$ cat src/rtl/rsb_pkg.sv
// shared types and constants for the real split block to csr converter
// no dependencies
`timescale 1ns / 1ps

package rsb_pkg;

   localparam int CSR_IDX_W = 8;
   localparam logic [CSR_IDX_W-1:0] REG_DIM   = 8'd0;
   localparam logic [CSR_IDX_W-1:0] REG_OMEGA = 8'd1;

   typedef enum logic [1:0] {
      KIND_ENTRY  = 2'd0,
      KIND_OFFSET = 2'd1,
      KIND_ERROR  = 2'd2
   } rsb_kind_type;

   typedef struct packed {
      rsb_kind_type kind;
      logic [4:0]   col_index;
      logic [63:0]  entry_bits;
      logic [10:0]  row_offset;
   } rsb_result_type;

   // request to the double multiplier
   typedef struct packed {
      logic        start;
      logic [63:0] op_a;
      logic [63:0] op_b;
   } rsb_mul_req_type;

   typedef struct packed {
      logic        done;
      logic [63:0] product;
   } rsb_mul_rsp_type;

   // row store write and read controls, addresses travel beside them
   typedef struct packed {
      logic        wr_en;
      logic [63:0] stiff;
      logic [63:0] scaled_mass;
      logic        rd_en;
   } rsb_row_ctl_type;

endpackage

$ cat src/rtl/rsb_row_mem.sv
// row store: stiffness and scaled mass of the current row, one entry per column
// synchronous write, registered read; depends on rsb_pkg
`timescale 1ns / 1ps

module rsb_row_mem
   import rsb_pkg::*;
#(
   parameter int DEPTH = 16,
   parameter int AW    = 4
) (
   input  logic            clock,
   input  rsb_row_ctl_type ctl,
   input  logic [AW-1:0]   wr_addr,
   input  logic [AW-1:0]   rd_addr,
   output logic [63:0]     rd_stiff,
   output logic [63:0]     rd_scaled_mass
);

   logic [127:0] mem [DEPTH];
   logic [127:0] rd_ff;

   always_ff @(posedge clock) begin
      if (ctl.wr_en) mem[wr_addr] <= {ctl.stiff, ctl.scaled_mass};
      if (ctl.rd_en) rd_ff <= mem[rd_addr];
   end

   assign rd_stiff       = rd_ff[127:64];
   assign rd_scaled_mass = rd_ff[63:0];

endmodule

$ cat config.mk
export PLATFORM = sky130hd
export DESIGN_NAME = rsb_row_mem
export DESIGN_NICKNAME = d
export VERILOG_FILES = /design/src/rtl/rsb_pkg.sv /design/src/rtl/rsb_row_mem.sv
export SDC_FILE = /design/constraint.sdc
export NUM_CORES = 1
export LEC_CHECK = 0
export ABC_AREA = 1
export BUFFER_PORTS_ARGS = -buffer_cell sky130_fd_sc_hd__buf_2
export CELL_PAD_IN_SITES_DETAIL_PLACEMENT = 0
export CELL_PAD_IN_SITES_GLOBAL_PLACEMENT = 1
export CORE_UTILIZATION = 31
export DETAILED_ROUTE_END_ITERATION = 16
export PLACE_DENSITY_LB_ADDON = 0.1
export SLEW_MARGIN = 15
export SYNTH_ARGS = -nofsm -noshare
export SYNTH_HDL_FRONTEND = slang
export SYNTH_SLANG_ARGS = --single-unit
$ cat constraint.sdc
create_clock -name clock -period 7.9 [get_ports clock]
set_input_delay 2.37 -clock clock [delete_from_list [all_inputs] [get_ports clock]]
set_output_delay 2.37 -clock clock [all_outputs]
set_load 0.02 [all_outputs]
== Word-level counts from Yosys, hierarchy flattened ==
Memory sizes are Yosys's and may differ from the RTL's. A register that Yosys moved wholly into a read port is not among the register bits.
Cells that the tools add are included.

* Muxes and demuxes: 2

{| class="wikitable"
|+ Operator list
! cell !! count
|-
| two-way mux 1 bit || 2
|}

* Input bits: 139
* Logic and storage cells: 3
* Output and inout port bits: 128
* Memories: 1
* Flip-flop bits (word level): 0
* RAM bits: 2048

{| class="wikitable"
|+ Memory list
! memory !! words !! width !! read ports !! clocked after memory_dff !! wr ports !! line !! RTL
|-
| mem || 16 || 128 || 1 || 1 || 1 || rsb_row_mem.sv:19 || <nowiki>logic [127:0] mem [DEPTH];</nowiki>
|}

== Longest topological paths before layout ==
Gate-level depths: netlist of run 1.

* Depth after elaboration: 2
* Depth in mapped cells: 10

== Least setup slack after synthesis of run 1 ==
OpenSTA, ideal clock, no wires.

* Path kind: input to register
* Start: input wr_addr[2]
* End: memory mem[10][0], enable pin
* Data required time: 7283 ps
* Setup time: 617 ps
* Data arrival time: 7904 ps
* Path buffers: 0
* Stages: 2
* Setup slack: -621 ps
* Cells stage by stage: nand3b_1 > nor2_1

{| class="wikitable"
|+ RTL lines
! item !! line !! RTL
|-
| start: declaration || rsb_row_mem.sv:13 || <nowiki>input logic [AW-1:0] wr_addr,</nowiki>
|-
| end: declaration || rsb_row_mem.sv:19 ||
|}

No word-level cell before the write port.

==> metrics.cfg, run 1 <==
[timing]
slew_viol_final = 0
rsz0062_at_grt = false
finalCritPeriodShare_pct = 54.4
min_period_ns = 4.30
setup-violations-final = 0
finalWorstSetupSlack_ns = 3.60
clock.fmax_ghz = 0.233
maxSlewHeadroom_pct = 21.4
worst_pin_slew_ns = 1.18
fin_skew_ns = 0.0354
finalHoldViolations = 0

[yosys]
ys_warn_count = 0
synth.avg_cell_area_sq_um = 11.4
ys_seq_elements = 2176
synthesis.nets = 7925
ys_types = 15
ys_seq_area_share_pct = 73.5
syn_inst = 7786
synth_area_sq_mm = 0.0890

[critical_path]
critPathMaxFanout = 192
criticalPathCategory = input port to flop
startpoint_type = input port
crit_required_ns = 8.49
crit_start = rd_addr[0]
crit_arrival_ns = 4.89
endpoint_kind = flop
regToRegStartpoint = mem[3][4]

[clock_network]
postCtsSetupRepairBufs = 0
cts_made_buffers = 266
cts_root_buffer = clkbuf_16
clk_pin_slew_ns = 0.06
tritoncts = done
postCtsHoldBufs = 0
clock_path_buffers = 4
cts_resized = 0
clock_sinks = 2176
clkLatencyLatePin_ns = 0.86
htree_levels = 5

[status]
status = complete, no violations

[route]
drt-total-wl_microns = 274000
first_iter_violations = 3496
vias = 55900
dr.pass1.iters = 8
ant_nets = 0
drc = 0
wl_per_cell_microns = 22.9
viasPerCell = 4.68

[worst_hold_path]
hp-class = flop to flop
min_from = mem[12][100]

[layout]
syn2layout_area_growth_pct = 14.8
fill_cells = 28000
final_util_pct = 35.8
final_cell_mix = 2809 x nand2_1, 2176 x edfxtp_1, 1467 x nand3_1, 862 x inv_1, 271 x clkbuf_16
final_layout_size_suffix_gt1_share_pct = 8.73
final_common_cell = nand2_1
finalInstanceArea_sq_mm = 0.102
nets = 8123
final_cells = 11900

[power_and_ir_drop]
pwr_density_cell_mw_per_mm2 = 254
vdd_drop_max_uv = 141
p_total_mw = 26.0
clkPwrFrac_pct = 43.6
power_frac_comb_pct = 5.9
switching_share_pct = 23.1
power_frac_seq_pct = 50.5
switchingPower_mw = 6.00
intPower_mw = 20.0
leakage_nw = 40.1

[job]
cap_violations = 0

[global_route]
grt_max_degree = 193
antenna_found_initial = 66
grt_pass1_vias = 55400
grt_first_pass_wirelength_microns = 396000
grt_usage_pct = 18.8
grt.overflow.total = 0

[placed_design]
place_congestion = 0.698
place_inst = 11500
port_buffers = 266
dpl_cell_area_sq_mm = 0.0942
dpl.hpwl_microns = 123000
dp_slack_ns = 2.74

[floorplan]
core-area_sq_mm = 0.285
num_rows = 196
die_area_sq_mm = 0.289
io_pins = 267
die_h_microns = 538
initial_utilization_pct = 31.2
dieWidth_microns = 538

## worst paths after layout
check	slack (ns)	cells after the start	end
setup / recovery	3.60	8	rd_ff[89]
hold / removal	0.71	5	rd_ff[100]
setup reg to reg	6.62	6	rd_ff[4]
hold reg to reg	0.71	5	rd_ff[100]
## cell families (layout without fill, tap and decap cells)
group	after synthesis	after routing	share of synthesized area, %
other	0	10	0
and+or+nand+nor	4319	4319	20.4
DFF	2176	2176	73.5
buffers and inverters	1291	1674	6.19
## cell usage after synthesis
master       n  area share, %
nand2_1   2809             12
or2_1        4          0.028
inv_1      864            3.6
inv_4        1         0.0070
inv_2        1         0.0042
buf_6        4          0.051
nor2_1      17          0.072
nand3_1   1467            8.3
buf_2      227            1.3
clkbuf_1    71           0.30
nand3b_1     2          0.017
or2_2       20           0.14
buf_1       32           0.14
edfxtp_1  2176             73
buf_4       91           0.77
## layer usage
metal,up-vias,share of wire (%),global-route usage (%)
met5,-,0.093,0
met2,976,48,32.1
met1,28000,45,25.2
met4,40,1.8,3.78
li1,26500,-,-
met3,398,4.3,3.01
## registers in the layout, indices dropped and copies added (netlist names)
| signal | cells |
|---|---|
| rd_ff | 128 |
| mem | 2048 |
## power groups by stage
stage / Clock (mW) / Sequential (mW) / Combinational [mW]
floorplan: 0 / 13.4 / 0.829
global placement: 0 / 13.3 / 1.58
detailed placement: 0 / 13.3 / 1.58
CTS: 11.7 / 13.1 / 1.59
global route: 12.1 / 13.1 / 1.73
finish: 11.3 / 13.1 / 1.54
## critical path, stage by stage
cell and delay, ns:
buf_8 0.25, inv_16 0.62, buf_4 0.89, nand2_1 0.12, nand3_1 0.12, nand3_1 0.08, nand3_1 0.10, nand2_1 0.06
## stage by stage
stage	hold WS (ns)	TNS [ns]
6_report	0.710	0
4_1_cts	0.714	0
5_1_grt	0.766	0
3_3_place_gp	0.713	0
2_1_floorplan	0.683	-1228.57
3_5_place_dp	0.706	0
## layout make-up
| class | instances | area [sq um] | area share (%) |
|---|---|---|---|
| Antenna cell | 10 | 25.0 | 0.0245 |
| Multi-Input combinational cell | 4319 | 18200 | 17.9 |
| Inverter | 866 | 3290 | 3.22 |
| Tap cell | 3762 | 4710 | 4.61 |
| Clock inverter | 110 | 852 | 0.834 |
| Sequential cell | 2176 | 65300 | 64.0 |
| Timing Repair Buffer | 355 | 2610 | 2.56 |
| Clock buffer | 343 | 7050 | 6.91 |
Note: power is estimated with default switching activity, not from simulation.
==> inputs of run 2 (changes only) <==
ABC_AREA = 0   (was 1)
clock period = 4.46 ns   (was 7.9 ns; I/O delays follow)
==> run 2 against run 1 <==
Wire length fell by 19%. Via count fell by 34%. Total power rose by 70%. Combinational power rose by 45%. Die area fell by 9.2%. Synthesized cell count fell by 57%. Critical path depth fell by 7. Largest power group unchanged.
==> metrics.cfg, run 2 <==
[route]
first_iter_violations = 2842  ; was 3496
viasPerCell = 4.99  ; was 4.68
drc = 0  ; unchanged
dr.pass1.iters = 5  ; was 8
drt-total-wl_microns = 221000  ; was 274000 microns
vias = 37000  ; was 55900
ant_nets = 0  ; unchanged
wl_per_cell_microns = 29.8  ; was 22.9 microns

[global_route]
antenna_found_initial = 62  ; was 66
grt_first_pass_wirelength_microns = 311000  ; was 396000 microns
grt_pass1_vias = 39600  ; was 55400
grt_max_degree = 75  ; was 193
grt_usage_pct = 16.8  ; was 18.8%
grt.overflow.total = 0  ; unchanged

[timing]
min_period_ns = 2.97
finalCritPeriodShare_pct = 66.6
finalWorstSetupSlack_ns = 1.49  ; was 3.60 ns
finalHoldViolations = 0  ; unchanged
rsz0062_at_grt = false  ; unchanged
worst_pin_slew_ns = 0.864  ; was 1.18 ns
fin_skew_ns = 0.0305  ; was 0.0354 ns
maxSlewHeadroom_pct = 42.3  ; was 21.4%
whs_ns = 0.719  ; was 0.710 ns
setup-violations-final = 0  ; unchanged
clock.fmax_ghz = 0.337
slew_viol_final = 0  ; unchanged
tns_ns = 0  ; unchanged

[critical_path]
critPathMaxFanout = 1  ; was 192
crit_buf_inv = 1  ; was 3
startpoint_type = flop  ; was input port
crit_slowest_cell = edfxtp_1  ; was buf_4
max_stage_delay_ns = 0.52  ; was 0.89 ns
crit_chain = buf_2  ; was buf_8, inv_16, buf_4, nand2_1, nand3_1, nand3_1, nand3_1, nand2_1
crit_arrival_ns = 1.63  ; was 4.89 ns
endpoint_kind = primary output  ; was flop
criticalPathCategory = flop to primary output  ; was input port to flop
critical-path-top-delay-family = flip-flops  ; was buffers and inverters
regToRegStartpoint = mem[7][94]  ; was mem[3][4]
crit_required_ns = 3.12  ; was 8.49 ns
crit_start = rd_ff[32]  ; was rd_addr[0]

[placed_design]
dpl_cell_area_sq_mm = 0.0878  ; was 0.0942 sq mm
dp_slack_ns = 0.907  ; was 2.74 ns
place_congestion = 0.681  ; was 0.698
port_buffers = 266  ; unchanged
dpl.hpwl_microns = 115000  ; was 123000 microns

[yosys]
yosysTopAreaCell = edfxtp_1  ; unchanged
synthArstFlopShare_pct = 0  ; unchanged
synth.most_common_cell = edfxtp_1  ; was nand2_1
synthesis.nets = 3496  ; was 7925
synth.avg_cell_area_sq_um = 24.0  ; was 11.4 sq um
syn_inst = 3357  ; was 7786
ys_seq_elements = 2176  ; unchanged
synthTopCellsByArea = edfxtp_1 81%, mux4_2 13%, a22oi_1 2.0%, mux2_2 0.89%, buf_2 0.53%  ; was edfxtp_1 73%, nand2_1 12%, nand3_1 8.3%, inv_1 3.6%, buf_2 1.3%
ys_types = 24  ; was 15
synth_area_sq_mm = 0.0807  ; was 0.0890 sq mm
ys_warn_count = 0  ; unchanged
ys_seq_area_share_pct = 80.9  ; was 73.5%
synth_ff_type = edfxtp_1  ; unchanged
yosysTopAreaCellShare_pct = 80.9  ; was 73.5%
synth_common_cells = 2176 x edfxtp_1, 477 x mux4_2, 215 x a22oi_1, 95 x nand2_1, 86 x buf_2  ; was 2809 x nand2_1, 2176 x edfxtp_1, 1467 x nand3_1, 864 x inv_1, 227 x buf_2
synth-edff-count = 2176  ; unchanged

[power_and_ir_drop]
switching_share_pct = 21.7  ; was 23.1%
intPower_mw = 34.6  ; was 20.0 mW
pwr_density_cell_mw_per_mm2 = 464  ; was 254 mW/mm^2
power_frac_comb_pct = 5.1  ; was 5.9%
clkPwrFrac_pct = 42.4  ; was 43.6%
p_total_mw = 44.2  ; was 26.0 mW
power_frac_seq_pct = 52.5  ; was 50.5%
vdd_drop_max_uv = 426  ; was 141 uV
switchingPower_mw = 9.57  ; was 6.00 mW
leakage_nw = 30.0  ; was 40.1 nW

[job]
cap_violations = 0  ; unchanged

[clock_network]
clkLatencyLatePin_ns = 0.87  ; was 0.86 ns
cts_root_buffer = clkbuf_16  ; unchanged
postCtsHoldBufs = 0  ; unchanged
clock_sinks = 2176  ; unchanged
postCtsSetupRepairBufs = 0  ; unchanged
cts_made_buffers = 236  ; was 266
tritoncts = done  ; unchanged
cts_resized = 0  ; unchanged
clk_pin_slew_ns = 0.06  ; about the same
htree_levels = 4  ; was 5
clock_path_buffers = 3  ; was 4

[layout]
final_layout_size_suffix_gt1_share_pct = 32.6  ; was 8.73%
finalInstanceArea_sq_mm = 0.0951  ; was 0.102 sq mm
syn2layout_area_growth_pct = 17.8  ; was 14.8%
largest_reg_flops = 2048  ; unchanged
nets = 3982  ; was 8123
final_common_cell = edfxtp_1  ; was nand2_1
final_cell_mix = 2176 x edfxtp_1, 477 x mux4_2, 261 x buf_2, 239 x clkbuf_16, 215 x a22oi_1  ; was 2809 x nand2_1, 2176 x edfxtp_1, 1467 x nand3_1, 862 x inv_1, 271 x clkbuf_16
regMostFlops = mem  ; unchanged
top_regs = mem: 2048 flops, rd_ff: 128 flops  ; unchanged

[floorplan]
core-area_sq_mm = 0.258  ; was 0.285 sq mm
initial_utilization_pct = 31.3  ; was 31.2%
io_pins = 267  ; unchanged
num_rows = 186  ; was 196
die_area_sq_mm = 0.262  ; was 0.289 sq mm
die_h_microns = 512  ; was 538 microns
dieWidth_microns = 512  ; was 538 microns

[worst_hold_path]
hp-class = flop to flop  ; unchanged
min_from = mem[15][115]  ; was mem[12][100]

[status]
status = complete, no violations  ; unchanged

[run 2: area by class of cell]
cell class	count	area [sq um]
sequential	2176	65300
timing repair buffer	424	3460
tap	3384	4230
fill	23400	163000
multi-input combinational	1005	14700
clock buffer	280	6130
clock inverter	138	1190
antenna	8	20.0
[run 2: routing by layer]
metal	wire (microns)	track usage [%]
met1	101000	23.7
met2	106000	27.3
met3	9520	2.90
met4	3630	3.51
met5	129	0
[run 2: metrics by stage]
step | cells | utilization, %
floorplan | 3357 | -
global placement | 6989 | 34.0
detailed placement | 6989 | 34.0
CTS | 7407 | 36.9
global route | 7411 | 36.9
finish | 7415 | 36.9
[run 2: worst paths after layout]
| path | end | slack, ns | depth (start not counted) |
|---|---|---|---|
| worst max-delay path | rd_scaled_mass[32] | 1.49 | 1 |
| worst max register to register | rd_ff[94] | 2.88 | 3 |
| worst min register to register | rd_ff[115] | 0.72 | 3 |
| worst min-delay path | rd_ff[115] | 0.72 | 3 |
[run 2: kinds of logic after synthesis]
logic type / Yosys count / synth area share [%]
DFF: 2176 / 80.9
muxes: 565 / 14.5
AOI/OAI and AO/OA: 273 / 2.55
buffers and inverters: 176 / 1.06
and+or+nand+nor: 167 / 0.952
[run 2: power groups by stage]
stage	sequential [mW]	combinational (mW)	clock, mW
final	23.2	2.23	18.7
after global routing	23.2	2.42	20.0
after CTS	23.2	2.31	19.3
after detailed placement	23.6	2.31	0
after global placement	23.7	2.30	0
after floorplan	23.7	1.10	0
