===== src/rtl/rsb_pkg.sv =====
// shared types and constants for the real split block to csr converter
// no dependencies
`timescale 1ns / 1ps

package rsb_pkg;

   localparam int CSR_IDX_W = 8;
   localparam logic [CSR_IDX_W-1:0] REG_DIM   = 8'd0;
   localparam logic [CSR_IDX_W-1:0] REG_OMEGA = 8'd1;

   typedef enum logic [1:0] {
      KIND_ENTRY  = 2'd0,
      KIND_OFFSET = 2'd1,
      KIND_ERROR  = 2'd2
   } rsb_kind_type;

   typedef struct packed {
      rsb_kind_type kind;
      logic [4:0]   col_index;
      logic [63:0]  entry_bits;
      logic [10:0]  row_offset;
   } rsb_result_type;

   // request to the double multiplier
   typedef struct packed {
      logic        start;
      logic [63:0] op_a;
      logic [63:0] op_b;
   } rsb_mul_req_type;

   typedef struct packed {
      logic        done;
      logic [63:0] product;
   } rsb_mul_rsp_type;

   // row store write and read controls, addresses travel beside them
   typedef struct packed {
      logic        wr_en;
      logic [63:0] stiff;
      logic [63:0] scaled_mass;
      logic        rd_en;
   } rsb_row_ctl_type;

endpackage


===== src/rtl/rsb_fmul.sv =====
// multicycle ieee double multiplier, round to nearest even, finite operands
// four 27x27 partial products, bit-serial normalize, one denormal shift, round
// depends on rsb_pkg
`timescale 1ns / 1ps

module rsb_fmul
   import rsb_pkg::*;
(
   input  logic            clock,
   input  logic            reset,
   input  rsb_mul_req_type req,
   output rsb_mul_rsp_type rsp
);

   typedef enum logic [4:0] {
      M_IDLE = 5'b00001,
      M_MUL  = 5'b00010,
      M_NORM = 5'b00100,
      M_SHR  = 5'b01000,
      M_RND  = 5'b10000
   } mstate_type;

   mstate_type         state_ff, state_in;
   logic               sign_ff, sign_in;
   logic [52:0]        ma_ff, ma_in, mb_ff, mb_in;
   logic signed [12:0] exp_ff, exp_in;
   logic [105:0]       acc_ff, acc_in;
   logic               sticky_ff, sticky_in;
   logic [2:0]         cnt_ff, cnt_in;
   logic [53:0]        prod_ff, prod_in;
   logic [1:0]         pidx_ff, pidx_in;
   logic               done_ff, done_in;
   logic [63:0]        res_ff, res_in;

   logic [10:0]        ea, eb;
   logic               zero_op;
   logic [26:0]        opa, opb;
   logic [105:0]       pp_ext;
   logic signed [12:0] sh;
   logic [105:0]       sh_mask;
   logic [62:0]        rnd_sum;
   logic               rnd_inc;

   assign ea = (req.op_a[62:52] == 11'd0) ? 11'd1 : req.op_a[62:52];
   assign eb = (req.op_b[62:52] == 11'd0) ? 11'd1 : req.op_b[62:52];
   assign zero_op = (req.op_a[62:0] == 63'd0) || (req.op_b[62:0] == 63'd0);
   assign opa = cnt_ff[1] ? {1'b0, ma_ff[52:27]} : ma_ff[26:0];
   assign opb = cnt_ff[0] ? {1'b0, mb_ff[52:27]} : mb_ff[26:0];
   assign pp_ext = {52'd0, prod_ff} << (7'd27 * {5'd0, pidx_ff[1]} + 7'd27 * {5'd0, pidx_ff[0]});
   assign sh = 13'sd1 - exp_ff;
   assign sh_mask = (106'd1 << sh[6:0]) - 106'd1;
   assign rnd_inc = acc_ff[51] & ((|acc_ff[50:0]) | sticky_ff | acc_ff[52]);
   assign rnd_sum = {(acc_ff[104] ? exp_ff[10:0] : 11'd0), acc_ff[103:52]}
                    + {62'd0, rnd_inc};

   always_comb begin
      state_in  = state_ff;
      sign_in   = sign_ff;
      ma_in     = ma_ff;
      mb_in     = mb_ff;
      exp_in    = exp_ff;
      acc_in    = acc_ff;
      sticky_in = sticky_ff;
      cnt_in    = cnt_ff;
      prod_in   = prod_ff;
      pidx_in   = pidx_ff;
      done_in   = 1'b0;
      res_in    = res_ff;
      unique case (state_ff)
         M_IDLE: begin
            if (req.start) begin
               sign_in = req.op_a[63] ^ req.op_b[63];
               if (zero_op) begin
                  res_in  = {req.op_a[63] ^ req.op_b[63], 63'd0};
                  done_in = 1'b1;
               end else begin
                  ma_in     = {req.op_a[62:52] != 11'd0, req.op_a[51:0]};
                  mb_in     = {req.op_b[62:52] != 11'd0, req.op_b[51:0]};
                  exp_in    = $signed({2'b00, ea}) + $signed({2'b00, eb}) - 13'sd1023;
                  acc_in    = '0;
                  sticky_in = 1'b0;
                  cnt_in    = 3'd0;
                  state_in  = M_MUL;
               end
            end
         end
         M_MUL: begin
            // product issued one cycle, summed the next
            if (cnt_ff != 3'd4) begin
               prod_in = opa * opb;
               pidx_in = cnt_ff[1:0];
            end
            if (cnt_ff != 3'd0) acc_in = acc_ff + pp_ext;
            cnt_in = cnt_ff + 3'd1;
            if (cnt_ff == 3'd4) state_in = M_NORM;
         end
         M_NORM: begin
            if (acc_ff[105]) begin
               acc_in    = acc_ff >> 1;
               sticky_in = sticky_ff | acc_ff[0];
               exp_in    = exp_ff + 13'sd1;
               state_in  = M_SHR;
            end else if (!acc_ff[104] && (exp_ff > 13'sd1)) begin
               acc_in = acc_ff << 1;
               exp_in = exp_ff - 13'sd1;
            end else begin
               state_in = M_SHR;
            end
         end
         M_SHR: begin
            // underflow: align to the denormal scale
            if (exp_ff < 13'sd1) begin
               if (sh >= 13'sd107) begin
                  acc_in    = '0;
                  sticky_in = sticky_ff | (|acc_ff);
               end else begin
                  acc_in    = acc_ff >> sh[6:0];
                  sticky_in = sticky_ff | (|(acc_ff & sh_mask));
               end
               exp_in = 13'sd1;
            end
            state_in = M_RND;
         end
         M_RND: begin
            if (exp_ff >= 13'sd2047) res_in = {sign_ff, 11'h7FF, 52'd0};
            else res_in = {sign_ff, rnd_sum};
            done_in  = 1'b1;
            state_in = M_IDLE;
         end
         default: state_in = M_IDLE;
      endcase
   end

   always_ff @(posedge clock) begin
      if (reset) begin
         state_ff <= M_IDLE;
         done_ff  <= 1'b0;
      end else begin
         state_ff <= state_in;
         done_ff  <= done_in;
      end
      sign_ff   <= sign_in;
      ma_ff     <= ma_in;
      mb_ff     <= mb_in;
      exp_ff    <= exp_in;
      acc_ff    <= acc_in;
      sticky_ff <= sticky_in;
      cnt_ff    <= cnt_in;
      prod_ff   <= prod_in;
      pidx_ff   <= pidx_in;
      res_ff    <= res_in;
   end

   assign rsp.done    = done_ff;
   assign rsp.product = res_ff;

endmodule


===== config.mk =====
export PLATFORM = sky130hd
export DESIGN_NAME = rsb_fmul
export DESIGN_NICKNAME = d
export VERILOG_FILES = /design/src/rtl/rsb_pkg.sv /design/src/rtl/rsb_fmul.sv
export SDC_FILE = /design/constraint.sdc
export NUM_CORES = 2
export LEC_CHECK = 0
export ABC_AREA = 1
export BUFFER_PORTS_ARGS = -buffer_cell sky130_fd_sc_hd__clkbuf_2
export CORE_UTILIZATION = 30
export CTS_CLUSTER_DIAMETER = 50
export CTS_CLUSTER_SIZE = 16
export DETAILED_ROUTE_END_ITERATION = 8
export PLACE_DENSITY = 0.49
export REMOVE_ABC_BUFFERS = 1
export SLEW_MARGIN = 20
export SYNTH_ARGS = -nofsm -noshare
export SYNTH_HDL_FRONTEND = slang
export SYNTH_SLANG_ARGS = --single-unit

===== constraint.sdc =====
create_clock -name clock -period 12.4 [get_ports clock]
set_input_delay 0.62 -clock clock [delete_from_list [all_inputs] [get_ports clock]]
set_output_delay 0.62 -clock clock [all_outputs]
set_load 0.03 [all_outputs]

# ---- Yosys cells after proc, flatten, opt, wreduce, memory -nomap -nowiden
# Cells that the tools add are included.
dict set report op_classes {
  n_addsub 10
  multipliers 3
  n_lt_le_gt_ge 4
  n_eq_ne 16
  n_shift 3
  muxes 41
  bitwise_logic 9
  reduce_logical 27
}
# cell n
set ops {}
lappend ops {{two-way mux 106 bit} 7}
lappend ops {{one-hot mux 106 bit (4 select lines)} 1}
lappend ops {{OR reduction 106 bit} 2}
lappend ops {{two-way mux 64 bit} 2}
lappend ops {{one-hot mux 64 bit (2 select lines)} 1}
lappend ops {{logical NOT 63 bit} 2}
lappend ops {{adder 106 bit} 1}
lappend ops {{bitwise AND 106 bit} 1}
lappend ops {{left shift 1 x 7 -> 106 bit (first input constant)} 1}
lappend ops {{left shift 54 x 7 -> 106 bit} 1}
lappend ops {{right shift 106 x 7 -> 106 bit} 1}
lappend ops {{subtractor 106 x 1 -> 106 bit (second input constant)} 1}
lappend ops {{two-way mux 13 bit} 5}
lappend ops {{adder 63 x 1 -> 63 bit} 1}
lappend ops {{two-way mux 63 bit} 1}
lappend ops {{multiplier 27 x 27 -> 54 bit} 1}
lappend ops {{two-way mux 27 bit} 2}
lappend ops {{OR reduction 51 bit} 1}
lappend ops {{one-hot mux 13 bit (3 select lines)} 1}
lappend ops {{two-way mux 11 bit} 3}
lappend ops {{two-way mux 5 bit} 5}
lappend ops {{logical NOT 11 bit} 2}
lappend ops {{nonzero test 11 bit} 2}
lappend ops {{one-hot mux 5 bit (4 select lines)} 1}
lappend ops {{other kinds (40)} 67}
dict set report totals {
  register_bits 356
  out_inout_bits 65
  elab_cells 126
}

# ---- Depth between registers and ports, before layout
dict set report depth {
  word_depth 9
  depth_mapped 40
}

# ---- Worst setup path before layout
# No wires, ideal clock.
dict set report synth_path {
  path_type {flip-flop to flip-flop}
  start {register exp_ff[1]}
  end {register acc_ff[0], enable pin}
  setup_ps 827
  arrival_ps 12374
  required_time_ps 11573
  setup_slack_ps -801
  path_stages_with_launch 12
  n_path_buf 3
  path_cell_list {edfxtp_1 inv_2 buf_2 buf_2 clkbuf_1 ha_1 nand2_2 nor2_1 a21oi_1 a21oi_1 inv_1 nor4_1}
}
dict set report synth_between {
  elab_chain_cells 4
}
# item line_no
set synth_rtl {}
lappend synth_rtl {{start, declared} rsb_fmul.sv:26} ;# logic signed [12:0] exp_ff, exp_in;
lappend synth_rtl {{start signal, assigned} rsb_fmul.sv:145} ;# exp_ff <= exp_in;
lappend synth_rtl {{greater-than comparator 13 x 2 -> 1 bit} rsb_fmul.sv:103} ;# end else if (!acc_ff[104] && (exp_ff > 13'sd1)) begin
lappend synth_rtl {{logical AND 1 bit} rsb_fmul.sv:103}
lappend synth_rtl {{inequality test 3 bit (no line)} n/a}
lappend synth_rtl {{AND reduction 6 bit (no line) (*)} n/a}
lappend synth_rtl {{end signal, assigned} rsb_fmul.sv:146} ;# acc_ff <= acc_in;
lappend synth_rtl {{end, declared} rsb_fmul.sv:27} ;# logic [105:0] acc_ff, acc_in;
# Mark *: on every way between the ends. The rest lies on a longest branch, timed or not.
# A chain may end at the register's enable or synchronous reset.

# ---- Worst setup path in the final report
dict set report layout_path {
  start {register cnt_ff[1]}
  end {register prod_ff[52] (data pin)}
}
dict set report layout_between {
  elab_chain_cells 2
}
# item line_no
set layout_rtl {}
lappend layout_rtl {{start, declared} rsb_fmul.sv:29} ;# logic [2:0] cnt_ff, cnt_in;
lappend layout_rtl {{start signal, assigned} rsb_fmul.sv:148} ;# cnt_ff <= cnt_in;
lappend layout_rtl {{two-way mux 27 bit} rsb_fmul.sv:47} ;# assign opa = cnt_ff[1] ? {1'b0, ma_ff[52:27]} : ma_ff[26:0];
lappend layout_rtl {{multiplier 27 x 27 -> 54 bit} rsb_fmul.sv:90} ;# prod_in = opa * opb;
lappend layout_rtl {{end signal, assigned} rsb_fmul.sv:149} ;# prod_ff <= prod_in;
lappend layout_rtl {{end, declared} rsb_fmul.sv:30} ;# logic [53:0] prod_ff, prod_in;
# No other way between the ends.

==> summary.md <==
| Metric | Value |
|---|---|
| Share of cells above drive strength 1 | `7.31%` |
| Reg2reg setup slack | `3010 ps` |
| Setup violations, final | `0` |
| Hold Vio Cnt, Final | `0` |
| Number of global-route vias before repair | `67.7k` |
| Slew @ Worst Pin | `1290 ps` |
| GPL Wtd Cong | `1.08` |
| DR pass1 iterations | `8` |
| CP startpoint | `cnt_ff[1]` |
| # rows | `170` |
| Seq/Total Area, Yosys | `16.3%` |
| Detail Placement HPWL | `283000 um` |
| Drt wl/cell | `27.8 um` |
| CP Launch Type | `register` |
| Reg2reg end | `prod_ff[52]` |
| Max clock buf depth | `3` |
| Post-CTS setup buffers | `0` |
| Port Buffers | `195` |
| DRT Wirelength | `345000 um` |
| Syn Area/Cell | `6.83 sq um` |
| Largest net degree at the start of global routing | `114` |
| Routed via count | `67.9k` |
| CP peak stage delay | `930 ps` |
| Post-place setup slack | `3060 ps` |
| Final Max Tran Viols | `0` |
| EDFF count, synth | `350` |
| Num ports | `196` |
| Max Clk Rate | `0.106 GHz` |
| Worst-path cell with the longest stage delay | `clkinv_1` |
| Clk slew on worst S/H paths | `70 ps` |
| Post-Synthesis Cells | `9531` |
| Nets@finish | `10.6k` |
| Area grow syn2layout | `9.22%` |
| Top FF cell, synth | `edfxtp_1` |
| Clock Sinks | `356` |
| CTS tree | `done` |
| Vias per inst | `5.47` |
| Clk Latency, worst-skew pair | `740 ps` |
| Post-CTS resize count | `0` |
| Die Y | `468 um` |
| Remaining DRCs | `0` |
| Initial core utilization | `30.3%` |
| Gr usage total | `30.9%` |
| Synthesized cell area | `0.0651 sq mm` |
| Yosys warnings | `0` |
| CTS Hold Buffers Added | `0` |
| Crit. End Element | `register` |
| Max_cap viols | `0` |
| Full die area | `0.219 sq mm` |
| Total congestion overflow | `0` |
| Crit Path Max Fanout | `29` |
| Rel. slew slack | `13.6%` |
| RSZ-0062 raised after global routing | `false` |
| Async SR Flop Fraction | `0%` |
| Crit Path Class | `register to register` |
| End point of the critical path | `prod_ff[52]` |
| Clock Skew | `96.2 ps` |
| ANT nets after route | `0` |
| Status | `completed` |
| Data required, critical path | `12810 ps` |
| Placed cells | `12.3k` |
| First-pass GRT wire length | `485000 um` |
| Num CTS Buffers | `54` |
| Reg-to-Reg Start | `cnt_ff[1]` |
| Hold Crit Class | `input port to register` |
| Post-synth cell types | `67` |
| H-tree levels | `2` |
| Die X | `468 um` |
| Core footprint | `0.215 sq mm` |
| Period utilisation layout | `75.7%` |
| Post-layout instance count excluding filler cells | `12.4k` |
| Iteration-0 DRC count of the detailed router | `6923` |
| Crit path DAT | `9800 ps` |
| Final worst slack | `3010 ps` |
| R2R depth | `29` |
| CTS root buf | `clkbuf_16` |
| Flops & latches, synth | `356` |
| Post-route minimum period | `9390 ps` |
| Initial antenna violation count | `7` |
## worst min-delay path by stage
| stage | startpoint | to | cells past startpoint | slack (ps) |
|---|---|---|---|---|
| final | req[95] | ma_ff[31] | 1 | 100 |
| after global routing | req[92] | ma_ff[28] | 1 | 70 |
| after detailed placement | sign_ff | res_ff[63] | 2 | 520 |
| after CTS | req[95] | ma_ff[31] | 1 | 60 |
| after global placement | sign_ff | res_ff[63] | 2 | 510 |
| after floorplan | sign_ff | res_ff[63] | 2 | 490 |
## cells in the mapped netlist, types with 10 or more instances
library cell	number	area share (%)
nand3_1	330	2.5
nor4_1	87	0.84
nand2_2	15	0.14
a21boi_0	10	0.12
or2_2	111	1.1
mux2i_1	239	3.7
clkbuf_1	321	1.9
a31oi_1	118	1.1
nor2_2	27	0.26
nand3_2	12	0.18
o31ai_1	15	0.17
nand4_1	83	0.80
clkinv_1	21	0.12
o21a_1	27	0.31
nor2_4	10	0.17
xor2_1	56	0.75
ha_1	332	6.4
buf_2	33	0.25
o21ai_1	63	0.48
a211oi_1	12	0.14
o22ai_1	71	0.68
nor3_1	104	0.80
fa_1	626	19
o211ai_1	33	0.38
buf_1	50	0.29
o21ai_0	735	5.7
a21oi_1	465	3.6
nor2_1	1220	7.0
nand2_4	12	0.21
inv_2	33	0.19
o221ai_1	21	0.28
inv_1	1537	8.9
nand3b_1	20	0.23
edfxtp_1	350	16
nand2_1	2148	12
o2111ai_1	65	0.87
xnor2_1	34	0.46
## critical path: cells and delay by family, from the launching register on
kind | cells | cell delay (ps)
buf+inv | 7 | 1890
fa+ha+maj | 8 | 3690
compound gates | 5 | 1670
flops | 1 | 330
xor+xnor | 1 | 160
simple gates | 8 | 1330
## final cells by class
cell class	count	area, sq um
multi-input cells	7168	46900
fillers	23700	144000
diodes	6	15.0
repair buffers	342	2080
flip-flops and latches	356	10600
clock inverters	45	562
well taps	2838	3550
inverters	1591	5980
clock buffers	57	1360
## per-stage QoR
step | instance area (sq um) | setup TNS (ps) | hold WS [ps] | utilization, %
after floorplan | 63400 | -332790 | 487 | -
final | 71100 | 0 | 103 | 33.1
after global routing | 71100 | 0 | 66.2 | 33.1
after global placement | 69100 | 0 | 505 | 32.2
after CTS | 71100 | 0 | 64.5 | 33.1
after detailed placement | 69200 | 0 | 517 | 32.2
## cells in the final DEF (no fill, tap or decap), drive strengths merged, types with 33 or more instances in the layout
master	count
inv	1590
o2111ai	65
nor3	106
clkbuf	253
a31oi	118
or2	111
xnor2	34
xor2	56
nand4	84
a21oi	468
mux2i	239
o21ai	801
nor4	88
nand2	2178
nor2	1258
clkinv	41
edfxtp	350
fa	626
o211ai	33
ha	332
o22ai	71
nand3	343
buf	146
## routing by layer
layer | up-vias | track usage (%) | wire length (um)
li1 | 30800 | - | -
met1 | 32900 | 34.6 | 125000
met2 | 3229 | 51.2 | 160000
met3 | 1049 | 4.83 | 23100
met4 | 4 | 27.2 | 36600
met5 | - | 0 | 27
## state kept, by name, summed over array words and instances, names as in the netlist
signal / flops
mb_ff: 53
sticky_ff: 1
acc_ff: 106
state_ff: 5
res_ff: 64
pidx_ff: 2
done_ff: 1
sign_ff: 1
ma_ff: 53
cnt_ff: 3
exp_ff: 13
prod_ff: 54
## cell families (layout without fill, tap and decap cells)
group           count (synthesis)  in the layout  synth area share [%]
simple gates                 4204           4204                  27.0
buf+inv                      2007           2035                  11.8
compound gates               1677           1677                  14.3
fa+ha+maj                     958            958                  25.6
flops                         356            356                  16.3
mux                           239            239                  3.67
xor+xnor                       90             90                  1.21
other cells                     0              6                     0
Power is left out: the tool's default activity adds up to more than one toggle a clock period on the data nets, which glitch-free logic cannot reach.
